===== config.mk =====
export PLATFORM = sky130hd
export DESIGN_NAME = bc1_bc2_bc3_block_decoder
export DESIGN_NICKNAME = d
export VERILOG_FILES = /design/src/rtl/bcd_pkg.sv /design/src/rtl/bcd_front.sv /design/src/rtl/bcd_fifo.sv /design/src/rtl/bcd_palette.sv /design/src/rtl/bcd_emit.sv /design/src/rtl/bc1_bc2_bc3_block_decoder.sv
export SDC_FILE = /design/constraint.sdc
export NUM_CORES = 2
export LEC_CHECK = 0
export BUFFER_PORTS_ARGS = -buffer_cell sky130_fd_sc_hd__buf_4
export CELL_PAD_IN_SITES_DETAIL_PLACEMENT = 2
export CELL_PAD_IN_SITES_GLOBAL_PLACEMENT = 2
export CORE_MARGIN = 2
export CORE_UTILIZATION = 50
export CTS_BUF_LIST = sky130_fd_sc_hd__clkbuf_8
export DETAILED_ROUTE_END_ITERATION = 8
export PLACE_DENSITY_LB_ADDON = 0.1
export SKIP_CTS_REPAIR_TIMING = 1
export SLEW_MARGIN = 40
export SYNTH_ARGS = -nofsm -noshare
export SYNTH_HDL_FRONTEND = slang
export SYNTH_SLANG_ARGS = --single-unit
export TNS_END_PERCENT = 1

===== constraint.sdc =====
create_clock -name clk -period 28 [get_ports clk]
set_clock_uncertainty 0.2 [all_clocks]
set_input_delay 5.6 -clock clk [delete_from_list [all_inputs] [get_ports clk]]
set_output_delay 5.6 -clock clk [all_outputs]
set_load 0.02 [all_outputs]

===== src/rtl/bcd_pkg.sv =====
// Shared types, codes and fixed-ratio divide helpers for the BC1/BC2/BC3 decoder.
// No dependencies; imported by every decoder module except bcd_checker.
package bcd_pkg;

    // Format register codes (code 3 decodes as BC1)
    localparam logic [1:0] FMT_BC1 = 2'd0;
    localparam logic [1:0] FMT_BC2 = 2'd1;
    localparam logic [1:0] FMT_BC3 = 2'd2;

    // How the alpha of a texel is produced
    localparam logic [1:0] ALPHA_NONE     = 2'd0;
    localparam logic [1:0] ALPHA_EXPLICIT = 2'd1;
    localparam logic [1:0] ALPHA_INTERP   = 2'd2;

    localparam logic [7:0] ALPHA_OPAQUE = 8'hFF;
    localparam int unsigned LAST_TEXEL  = 15;

    // Classified block request, as held in the queue
    typedef struct packed {
        logic [63:0] colour_word;
        logic [63:0] alpha_word;
        logic [1:0]  alpha_mode;
    } bcd_entry_t;

    // Endpoints and palette numerators, one stage before the divides
    typedef struct packed {
        logic [2:0][7:0]  c0;
        logic [2:0][7:0]  c1;
        logic [2:0][9:0]  c2_num;
        logic [2:0][9:0]  c3_num;
        logic             four_col;
        logic [31:0]      col_idx;
        logic [1:0]       alpha_mode;
        logic [63:0]      alpha_word;
        logic [5:0][10:0] a_num;
        logic             eight_alpha;
    } bcd_num_t;

    // Finished palettes for one block
    typedef struct packed {
        logic [3:0][31:0] col_pal;
        logic [31:0]      col_idx;
        logic [1:0]       alpha_mode;
        logic [63:0]      alpha_word;
        logic [7:0][7:0]  alpha_pal;
    } bcd_pal_t;

    // RGB565 to 8-bit channels by bit replication, packed {b, g, r}
    function automatic logic [2:0][7:0] expand565(input logic [15:0] n);
        logic [2:0][7:0] c;
        c[0] = {n[15:11], n[15:13]};
        c[1] = {n[10:5], n[10:9]};
        c[2] = {n[4:0], n[4:2]};
        return c;
    endfunction

    // x / 3 for x < 768: reciprocal 683 / 2^11
    function automatic logic [7:0] div3(input logic [9:0] x);
        logic [19:0] p;
        p = {10'd0, x} * 20'd683;
        return p[18:11];
    endfunction

    // x / 7 for x < 1792: reciprocal 4682 / 2^15
    function automatic logic [7:0] div7(input logic [10:0] x);
        logic [23:0] p;
        p = {13'd0, x} * 24'd4682;
        return p[22:15];
    endfunction

    // x / 5 for x < 1280: reciprocal 6554 / 2^15
    function automatic logic [7:0] div5(input logic [10:0] x);
        logic [23:0] p;
        p = {13'd0, x} * 24'd6554;
        return p[22:15];
    endfunction

endpackage


===== src/rtl/bcd_front.sv =====
// Front end: format register, request acceptance and classification.
// Depends on bcd_pkg.
module bcd_front (
    input  logic                clk,
    input  logic                rst_n,
    input  logic                cfg_valid,
    output logic                cfg_ready,
    input  logic [1:0]          block_format,
    input  logic                start,
    output logic                busy,
    input  logic [63:0]         block_first,
    input  logic [63:0]         block_second,
    input  logic                queue_full,
    output logic                push,
    output bcd_pkg::bcd_entry_t push_data
);
    import bcd_pkg::*;

    logic [1:0] format_reg;

    // Format register, always writable
    assign cfg_ready = 1'b1;

    always_ff @(posedge clk or negedge rst_n)
    begin
        if (!rst_n)
        begin
            format_reg <= FMT_BC1;
        end
        else if (cfg_valid)
        begin
            format_reg <= block_format;
        end
    end

    // Request taken whenever the queue has room
    assign busy = queue_full;
    assign push = start && !queue_full;

    // Pick colour and alpha words by format
    always_comb
    begin
        unique case (format_reg)
            FMT_BC2:
            begin
                push_data.colour_word = block_second;
                push_data.alpha_word  = block_first;
                push_data.alpha_mode  = ALPHA_EXPLICIT;
            end
            FMT_BC3:
            begin
                push_data.colour_word = block_second;
                push_data.alpha_word  = block_first;
                push_data.alpha_mode  = ALPHA_INTERP;
            end
            default:
            begin
                push_data.colour_word = block_first;
                push_data.alpha_word  = block_second;
                push_data.alpha_mode  = ALPHA_NONE;
            end
        endcase
    end

endmodule


===== src/rtl/bcd_fifo.sv =====
// Short request queue between front end and palette unit.
// Depends on bcd_pkg; DEPTH must be a power of two, at least 2.
module bcd_fifo #(
    parameter int DEPTH = 2
) (
    input  logic                clk,
    input  logic                rst_n,
    input  logic                push,
    input  bcd_pkg::bcd_entry_t push_data,
    output logic                full,
    output logic                not_empty,
    input  logic                pop,
    output bcd_pkg::bcd_entry_t pop_data
);
    import bcd_pkg::*;

    localparam int ADDR_W = $clog2(DEPTH);
    localparam int CNT_W  = $clog2(DEPTH + 1);

    bcd_entry_t         mem [DEPTH];
    logic [ADDR_W-1:0]  wr_ptr_reg;
    logic [ADDR_W-1:0]  rd_ptr_reg;
    logic [CNT_W-1:0]   count_reg;
    logic [CNT_W-1:0]   count_next;

    assign full      = (count_reg == CNT_W'(DEPTH));
    assign not_empty = (count_reg != '0);
    assign pop_data  = mem[rd_ptr_reg];

    always_comb
    begin
        count_next = count_reg;
        if (push && !pop)
        begin
            count_next = count_reg + 1'b1;
        end
        else if (pop && !push)
        begin
            count_next = count_reg - 1'b1;
        end
    end

    // Pointers and fill count
    always_ff @(posedge clk or negedge rst_n)
    begin
        if (!rst_n)
        begin
            wr_ptr_reg <= '0;
            rd_ptr_reg <= '0;
            count_reg  <= '0;
        end
        else
        begin
            if (push)
            begin
                wr_ptr_reg <= wr_ptr_reg + 1'b1;
            end
            if (pop)
            begin
                rd_ptr_reg <= rd_ptr_reg + 1'b1;
            end
            count_reg <= count_next;
        end
    end

    // Storage
    always_ff @(posedge clk)
    begin
        if (push)
        begin
            mem[wr_ptr_reg] <= push_data;
        end
    end

endmodule


===== src/rtl/bcd_palette.sv =====
// Palette unit: endpoint expansion and numerators, then constant divides.
// Two-stage pipeline with valid/ready; depends on bcd_pkg.
module bcd_palette (
    input  logic                clk,
    input  logic                rst_n,
    input  logic                in_valid,
    output logic                in_ready,
    input  bcd_pkg::bcd_entry_t in_data,
    output logic                out_valid,
    input  logic                out_ready,
    output bcd_pkg::bcd_pal_t   out_data
);
    import bcd_pkg::*;

    logic     s1_valid_reg;
    logic     s2_valid_reg;
    logic     s1_ready;
    logic     s2_ready;
    bcd_num_t s1_reg;
    bcd_num_t s1_next;
    bcd_pal_t s2_reg;
    bcd_pal_t s2_next;

    assign s2_ready  = !s2_valid_reg || out_ready;
    assign s1_ready  = !s1_valid_reg || s2_ready;
    assign in_ready  = s1_ready;
    assign out_valid = s2_valid_reg;
    assign out_data  = s2_reg;

    // Stage 1: expand endpoints, form sums for interpolated entries
    always_comb
    begin
        logic [15:0] n0;
        logic [15:0] n1;
        logic [7:0]  a0;
        logic [7:0]  a1;
        logic [10:0] w0;
        logic [10:0] w1;
        n0 = in_data.colour_word[15:0];
        n1 = in_data.colour_word[31:16];
        a0 = in_data.alpha_word[7:0];
        a1 = in_data.alpha_word[15:8];
        w0 = '0;
        w1 = '0;
        s1_next.c0          = expand565(n0);
        s1_next.c1          = expand565(n1);
        s1_next.four_col    = (n0 > n1);
        s1_next.col_idx     = in_data.colour_word[63:32];
        s1_next.alpha_mode  = in_data.alpha_mode;
        s1_next.alpha_word  = in_data.alpha_word;
        s1_next.eight_alpha = (a0 > a1);
        for (int ch = 0; ch < 3; ch++)
        begin
            if (s1_next.four_col)
            begin
                s1_next.c2_num[ch] = {1'b0, s1_next.c0[ch], 1'b0}
                                   + {2'b00, s1_next.c1[ch]} + 10'd1;
                s1_next.c3_num[ch] = {1'b0, s1_next.c1[ch], 1'b0}
                                   + {2'b00, s1_next.c0[ch]} + 10'd1;
            end
            else
            begin
                s1_next.c2_num[ch] = {2'b00, s1_next.c0[ch]} + {2'b00, s1_next.c1[ch]};
                s1_next.c3_num[ch] = '0;
            end
        end
        for (int k = 1; k <= 6; k++)
        begin
            if (s1_next.eight_alpha)
            begin
                w0 = 11'(7 - k);
                w1 = 11'(k);
                s1_next.a_num[k-1] = w0 * {3'b000, a0} + w1 * {3'b000, a1} + 11'd3;
            end
            else if (k <= 4)
            begin
                w0 = 11'(5 - k);
                w1 = 11'(k);
                s1_next.a_num[k-1] = w0 * {3'b000, a0} + w1 * {3'b000, a1} + 11'd2;
            end
            else
            begin
                s1_next.a_num[k-1] = '0;
            end
        end
    end

    // Stage 2: divide numerators and assemble palettes
    always_comb
    begin
        s2_next.col_idx    = s1_reg.col_idx;
        s2_next.alpha_mode = s1_reg.alpha_mode;
        s2_next.alpha_word = s1_reg.alpha_word;
        s2_next.col_pal[0] = {ALPHA_OPAQUE, s1_reg.c0};
        s2_next.col_pal[1] = {ALPHA_OPAQUE, s1_reg.c1};
        if (s1_reg.four_col)
        begin
            s2_next.col_pal[2] = {ALPHA_OPAQUE, div3(s1_reg.c2_num[2]),
                                  div3(s1_reg.c2_num[1]), div3(s1_reg.c2_num[0])};
            s2_next.col_pal[3] = {ALPHA_OPAQUE, div3(s1_reg.c3_num[2]),
                                  div3(s1_reg.c3_num[1]), div3(s1_reg.c3_num[0])};
        end
        else
        begin
            // midpoint, and transparent black
            s2_next.col_pal[2] = {ALPHA_OPAQUE, s1_reg.c2_num[2][8:1],
                                  s1_reg.c2_num[1][8:1], s1_reg.c2_num[0][8:1]};
            s2_next.col_pal[3] = '0;
        end
        s2_next.alpha_pal[0] = s1_reg.alpha_word[7:0];
        s2_next.alpha_pal[1] = s1_reg.alpha_word[15:8];
        for (int k = 1; k <= 6; k++)
        begin
            if (s1_reg.eight_alpha)
            begin
                s2_next.alpha_pal[k+1] = div7(s1_reg.a_num[k-1]);
            end
            else if (k <= 4)
            begin
                s2_next.alpha_pal[k+1] = div5(s1_reg.a_num[k-1]);
            end
            else if (k == 5)
            begin
                s2_next.alpha_pal[k+1] = 8'h00;
            end
            else
            begin
                s2_next.alpha_pal[k+1] = 8'hFF;
            end
        end
    end

    // Stage valid flags
    always_ff @(posedge clk or negedge rst_n)
    begin
        if (!rst_n)
        begin
            s1_valid_reg <= 1'b0;
            s2_valid_reg <= 1'b0;
        end
        else
        begin
            if (s1_ready)
            begin
                s1_valid_reg <= in_valid;
            end
            if (s2_ready)
            begin
                s2_valid_reg <= s1_valid_reg;
            end
        end
    end

    // Stage payloads
    always_ff @(posedge clk)
    begin
        if (s1_ready && in_valid)
        begin
            s1_reg <= s1_next;
        end
        if (s2_ready && s1_valid_reg)
        begin
            s2_reg <= s2_next;
        end
    end

endmodule


===== src/rtl/bcd_emit.sv =====
// Texel emitter: holds one block's palettes and sends 16 texels, one a cycle.
// Depends on bcd_pkg.
module bcd_emit (
    input  logic              clk,
    input  logic              rst_n,
    input  logic              in_valid,
    output logic              in_ready,
    input  bcd_pkg::bcd_pal_t in_data,
    output logic              pixel_valid,
    output logic [31:0]       pixel,
    output logic [3:0]        pixel_index,
    output logic              last_pixel
);
    import bcd_pkg::*;

    bcd_pal_t    blk_reg;
    logic        active_reg;
    logic [3:0]  cnt_reg;
    logic        on_last;
    logic        load;
    logic [31:0] pixel_next;
    logic        valid_reg;
    logic [31:0] pixel_reg;
    logic [3:0]  index_reg;
    logic        last_reg;

    // Next block loads as the current one sends its last texel
    assign on_last  = (cnt_reg == 4'(LAST_TEXEL));
    assign in_ready = !active_reg || on_last;
    assign load     = in_valid && in_ready;

    // Texel lookup for the current count
    always_comb
    begin
        logic [1:0]  csel;
        logic [5:0]  a_off;
        logic [47:0] a_bits;
        logic [2:0]  asel;
        logic [3:0]  a4;
        csel   = blk_reg.col_idx[{cnt_reg, 1'b0} +: 2];
        a_off  = {2'b00, cnt_reg} + {1'b0, cnt_reg, 1'b0};
        a_bits = blk_reg.alpha_word[63:16];
        asel   = a_bits[a_off +: 3];
        a4     = blk_reg.alpha_word[{cnt_reg, 2'b00} +: 4];
        pixel_next = blk_reg.col_pal[csel];
        unique case (blk_reg.alpha_mode)
            ALPHA_EXPLICIT: pixel_next[31:24] = {a4, a4};
            ALPHA_INTERP:   pixel_next[31:24] = blk_reg.alpha_pal[asel];
            default:        pixel_next[31:24] = blk_reg.col_pal[csel][31:24];
        endcase
    end

    // Texel counter and output strobe
    always_ff @(posedge clk or negedge rst_n)
    begin
        if (!rst_n)
        begin
            active_reg <= 1'b0;
            cnt_reg    <= '0;
            valid_reg  <= 1'b0;
        end
        else
        begin
            valid_reg <= active_reg;
            if (load)
            begin
                active_reg <= 1'b1;
                cnt_reg    <= '0;
            end
            else if (active_reg)
            begin
                active_reg <= !on_last;
                cnt_reg    <= cnt_reg + 1'b1;
            end
        end
    end

    // Block palettes and output payload
    always_ff @(posedge clk)
    begin
        if (load)
        begin
            blk_reg <= in_data;
        end
        pixel_reg <= pixel_next;
        index_reg <= cnt_reg;
        last_reg  <= on_last;
    end

    assign pixel_valid = valid_reg;
    assign pixel       = pixel_reg;
    assign pixel_index = index_reg;
    assign last_pixel  = valid_reg && last_reg;

endmodule


===== src/rtl/bc1_bc2_bc3_block_decoder.sv =====
// Channel    Handshake                   Payload
// cfg        cfg_valid / cfg_ready       block_format (2b)
// block in   start / busy                block_first, block_second (64b each)
// texel out  pixel_valid (strobe)        pixel (32b), pixel_index (4b), last_pixel
//
// Each block yields 16 texels on consecutive cycles; sustained block throughput is
// set by the one-texel-wide output. A block passes through the queue, the two
// palette stages and the emitter's block and output registers before its first texel.
// Blocks are taken while busy is low; busy rises only when the queue is full.
// rst_n clears control state and sets the format to BC1. Output cannot stall.
//
// Top level of the BC1/BC2/BC3 decoder; depends on bcd_pkg, bcd_front,
// bcd_fifo, bcd_palette and bcd_emit.
module bc1_bc2_bc3_block_decoder #(
    parameter int QUEUE_DEPTH = 2
) (
    input  logic        clk,
    input  logic        rst_n,
    input  logic        cfg_valid,
    output logic        cfg_ready,
    input  logic [1:0]  block_format,
    input  logic        start,
    output logic        busy,
    input  logic [63:0] block_first,
    input  logic [63:0] block_second,
    output logic        pixel_valid,
    output logic [31:0] pixel,
    output logic [3:0]  pixel_index,
    output logic        last_pixel
);
    import bcd_pkg::*;

    bcd_entry_t push_data;
    bcd_entry_t pop_data;
    bcd_pal_t   pal_data;
    logic       push;
    logic       queue_full;
    logic       queue_not_empty;
    logic       pop;
    logic       pal_in_ready;
    logic       pal_valid;
    logic       pal_ready;

    // Accept and classify
    bcd_front u_front (
        .clk          (clk),
        .rst_n        (rst_n),
        .cfg_valid    (cfg_valid),
        .cfg_ready    (cfg_ready),
        .block_format (block_format),
        .start        (start),
        .busy         (busy),
        .block_first  (block_first),
        .block_second (block_second),
        .queue_full   (queue_full),
        .push         (push),
        .push_data    (push_data)
    );

    // Request queue
    bcd_fifo #(
        .DEPTH (QUEUE_DEPTH)
    ) u_fifo (
        .clk       (clk),
        .rst_n     (rst_n),
        .push      (push),
        .push_data (push_data),
        .full      (queue_full),
        .not_empty (queue_not_empty),
        .pop       (pop),
        .pop_data  (pop_data)
    );

    // Pop only a request that is there
    assign pop = queue_not_empty && pal_in_ready;

    // Palette build
    bcd_palette u_palette (
        .clk       (clk),
        .rst_n     (rst_n),
        .in_valid  (queue_not_empty),
        .in_ready  (pal_in_ready),
        .in_data   (pop_data),
        .out_valid (pal_valid),
        .out_ready (pal_ready),
        .out_data  (pal_data)
    );

    // Texel output
    bcd_emit u_emit (
        .clk         (clk),
        .rst_n       (rst_n),
        .in_valid    (pal_valid),
        .in_ready    (pal_ready),
        .in_data     (pal_data),
        .pixel_valid (pixel_valid),
        .pixel       (pixel),
        .pixel_index (pixel_index),
        .last_pixel  (last_pixel)
    );

endmodule


==> out/results.ini <==
[status]
status=complete, no violations

[run]
drv_cap=0

[grt]
grt_pass1_vias=57400
grt_max_degree=136
grt.total_usage_pct=37.2
grt_first_pass_wirelength_mm=399
antenna_found_initial=27
gr-total-overflow=0

[setup_path]
reg2reg_from=u_fifo.rd_ptr_reg
critPathLaunch=u_fifo.count_reg[0]
critPathLaunchType=flip-flop
endpoint_kind=output port
arrival_ps=2090
required_ps=22200
worst-setup-path-type=flip-flop to output port
critical-path-slowest-cell=dfrtp_1
rr_worst_depth=13
cp_max_fo=5
path_cells=nand2b_1, inv_1, buf_4
critPathMaxStageDelay_ps=510

[final_layout]
final_core_util_pct=55.4
largest_reg_flops=260
finalNetCount=7659
drive_above_1_share_pct=11.7
areaGrowthSynthToFinish_pct=10.4

[synth]
synth-simple-area-share_pct=4.00
synthAdderAreaFrac_pct=31.1
ys.flop_type=edfxtp_1
syn_nets=7363
synth_area_um2=71900
synth_top_family_by_area=adder cells
synth-edff-count=971
synth_compound_area_share_pct=7.54
ys_ff_latch=1022
yosysSeqAreaShare_pct=42.1
synth_cells=5664
muxShareOfSynthArea_pct=6.00
synth-xor-area-share_pct=3.49
ys_types=77
syn-mean-instance-area_um2=12.7
yosysWarningCount=0
synthArstFlopShare_pct=1.37

[clock_tree]
numCtsBuffers=177
clock_sinks=1022
cts-root-buf=clkbuf_8
htreeDepth=4
path_clk_slew_ps=180
cts_tree=built
cts_buffer_depth=3
worstSkewPairLatency_ps=1040

[die]
fp-row-count=139
dieHeight_um=383
die_w_um=383
ios=174
die_area_um2=147000
core_region_area_um2=143000
initial_core_util_pct=50.2

[detailed_routing]
dr.pass1.iters=6
post_drt_via_cell_ratio=6.44
wl_mm=293
detail-route-antenna-nets=0
wire_per_inst_um=36.5
routed-via-count=51700
remaining_drc_errors=0
drtIter0Drc=5002

[placed_design]
gp_congestion=0.825
dp_hpwl_mm=182
portBuffers=172

[timing]
timing.setup.tns_ps=0
finalHoldViolations=0
final.period_utilization_pct=28.2
rsz0062_at_grt=no
slew_headroom_pct=24.5
setup_viol=0
worstMarginPinSlew_ps=1110
period_minus_slack_ps=7890
finalMaxSlewViolations=0
fmax_mhz=127

[power_and_ir_drop]
power-per-cell-area_nw_per_um2=93.8
vdd_ir_drop_max_mv=0.0813
leakage_nw=35.7

[min_path]
min_path_cells=0
min_from=u_palette.s1_reg[105]
hold_path.class=flip-flop to flip-flop

[cell usage after synthesis, drive strengths merged, types with 12 or more instances]
master   count  area, um2
xnor2      198       1750
mux2i      126       1260
mux2       118       1330
nand4       14       87.6
and3        22        138
dfxtp       37        741
o21a        29        218
nor2b       53        332
and2        32        200
nand3       32        160
a21oi      196        981
fa         368       7370
nand2b      28        175
a211o       12        105
a41oi       13        114
a2bb2oi     14        123
nor2       178        668
a21boi      35        263
a211oi      16        120
dfrtp       14        350
o21ai      172        861
edfxtp     971      29200
inv        970       3640
xor2        87        762
nor3        55        275
clkbuf      71        270
a21o        65        488
or3         26        163
ha        1197      15000
o31ai       24        180
nand2      119        447
mux4        76       1720
buf         39        240
o21bai      36        274
a22o       130       1140
[area by class of cell]
cell class	instances	area, um2
well taps	1903	2380
clock inverters	140	952
diodes	12	30.0
fillers	13300	63800
flip-flops and latches	1022	30300
repair buffers	227	1800
clock buffers	194	2670
multi-input cells	3562	37600
inverters	970	3660
[per-layer routing]
metal	track usage [%]	wire length [um]	vias to the layer above
met5	0	160	-
met4	21.3	23500	24
met3	7.99	23600	1326
met2	64.0	142000	3243
met1	42.9	105000	26400
li1	-	-	20700
[metrics by stage]
step	power, W	instance area [um2]	hold slack [ps]	std cells	worst slack (ps)
2_1_floorplan	0.00425	71900	152	5664	9370
3_3_place_gp	0.00511	75500	201	7679	19820
3_5_place_dp	0.00540	75600	205	7683	19900
4_1_cts	0.00716	79200	180	8017	20180
5_1_grt	0.00767	79300	169	8020	20080
6_report	0.00744	79300	144	8030	20110
[logic make-up after synthesis]
family	after synthesis
adders and majority gates	1565
muxes	320
DFF	1022
AOI/OAI and AO/OA	801
xor gates and xnor gates	285
other	1
and+or+nand+nor	590
buffers and inverters	1080
[critical path, delay by kind of cell, from the launching register on]
kind                   cells  cell delay, ps
buffers and inverters      2             280
and+or+nand+nor            1             350
DFF                        1             510
[power by group]
part / internal [W] / leakage [nW] / total [W] / switching [W]
registers: 0.00195 / 9.31 / 0.00203 / 0.0000817
logic: 0.00132 / 24.3 / 0.00387 / 0.00255
clock network: 0.000722 / 2.06 / 0.00154 / 0.000822
[worst paths after layout]
kind	end	slack (ps)
setup / recovery	busy	20110
hold / removal	u_palette.out_data[102]	140
setup reg to reg	u_palette.s1_reg[44]	20570
hold reg to reg	u_palette.out_data[102]	140
max in group asynchronous	u_fifo.count_reg[0]	23010
min in group asynchronous	u_fifo.count_reg[1]	4300
[cells in the final DEF (no fill, tap or decap), types with 33 or more instances in the layout]
| cell type | count |
|---|---|
| ha_1 | 1196 |
| inv_1 | 1018 |
| edfxtp_1 | 971 |
| fa_1 | 368 |
| buf_4 | 213 |
| a21oi_1 | 196 |
| xnor2_1 | 196 |
| clkbuf_8 | 195 |
| nor2_1 | 176 |
| o21ai_0 | 161 |
| a22o_1 | 130 |
| nand2_1 | 119 |
| mux2_2 | 118 |
| mux2i_1 | 118 |
| xor2_1 | 86 |
| mux4_2 | 73 |
| a21o_1 | 65 |
| nor3_1 | 55 |
| nor2b_1 | 53 |
| dfxtp_1 | 37 |
| o21bai_1 | 35 |
| a21boi_0 | 34 |
| clkinv_1 | 33 |
Note: power is estimated with default switching activity, not from simulation.
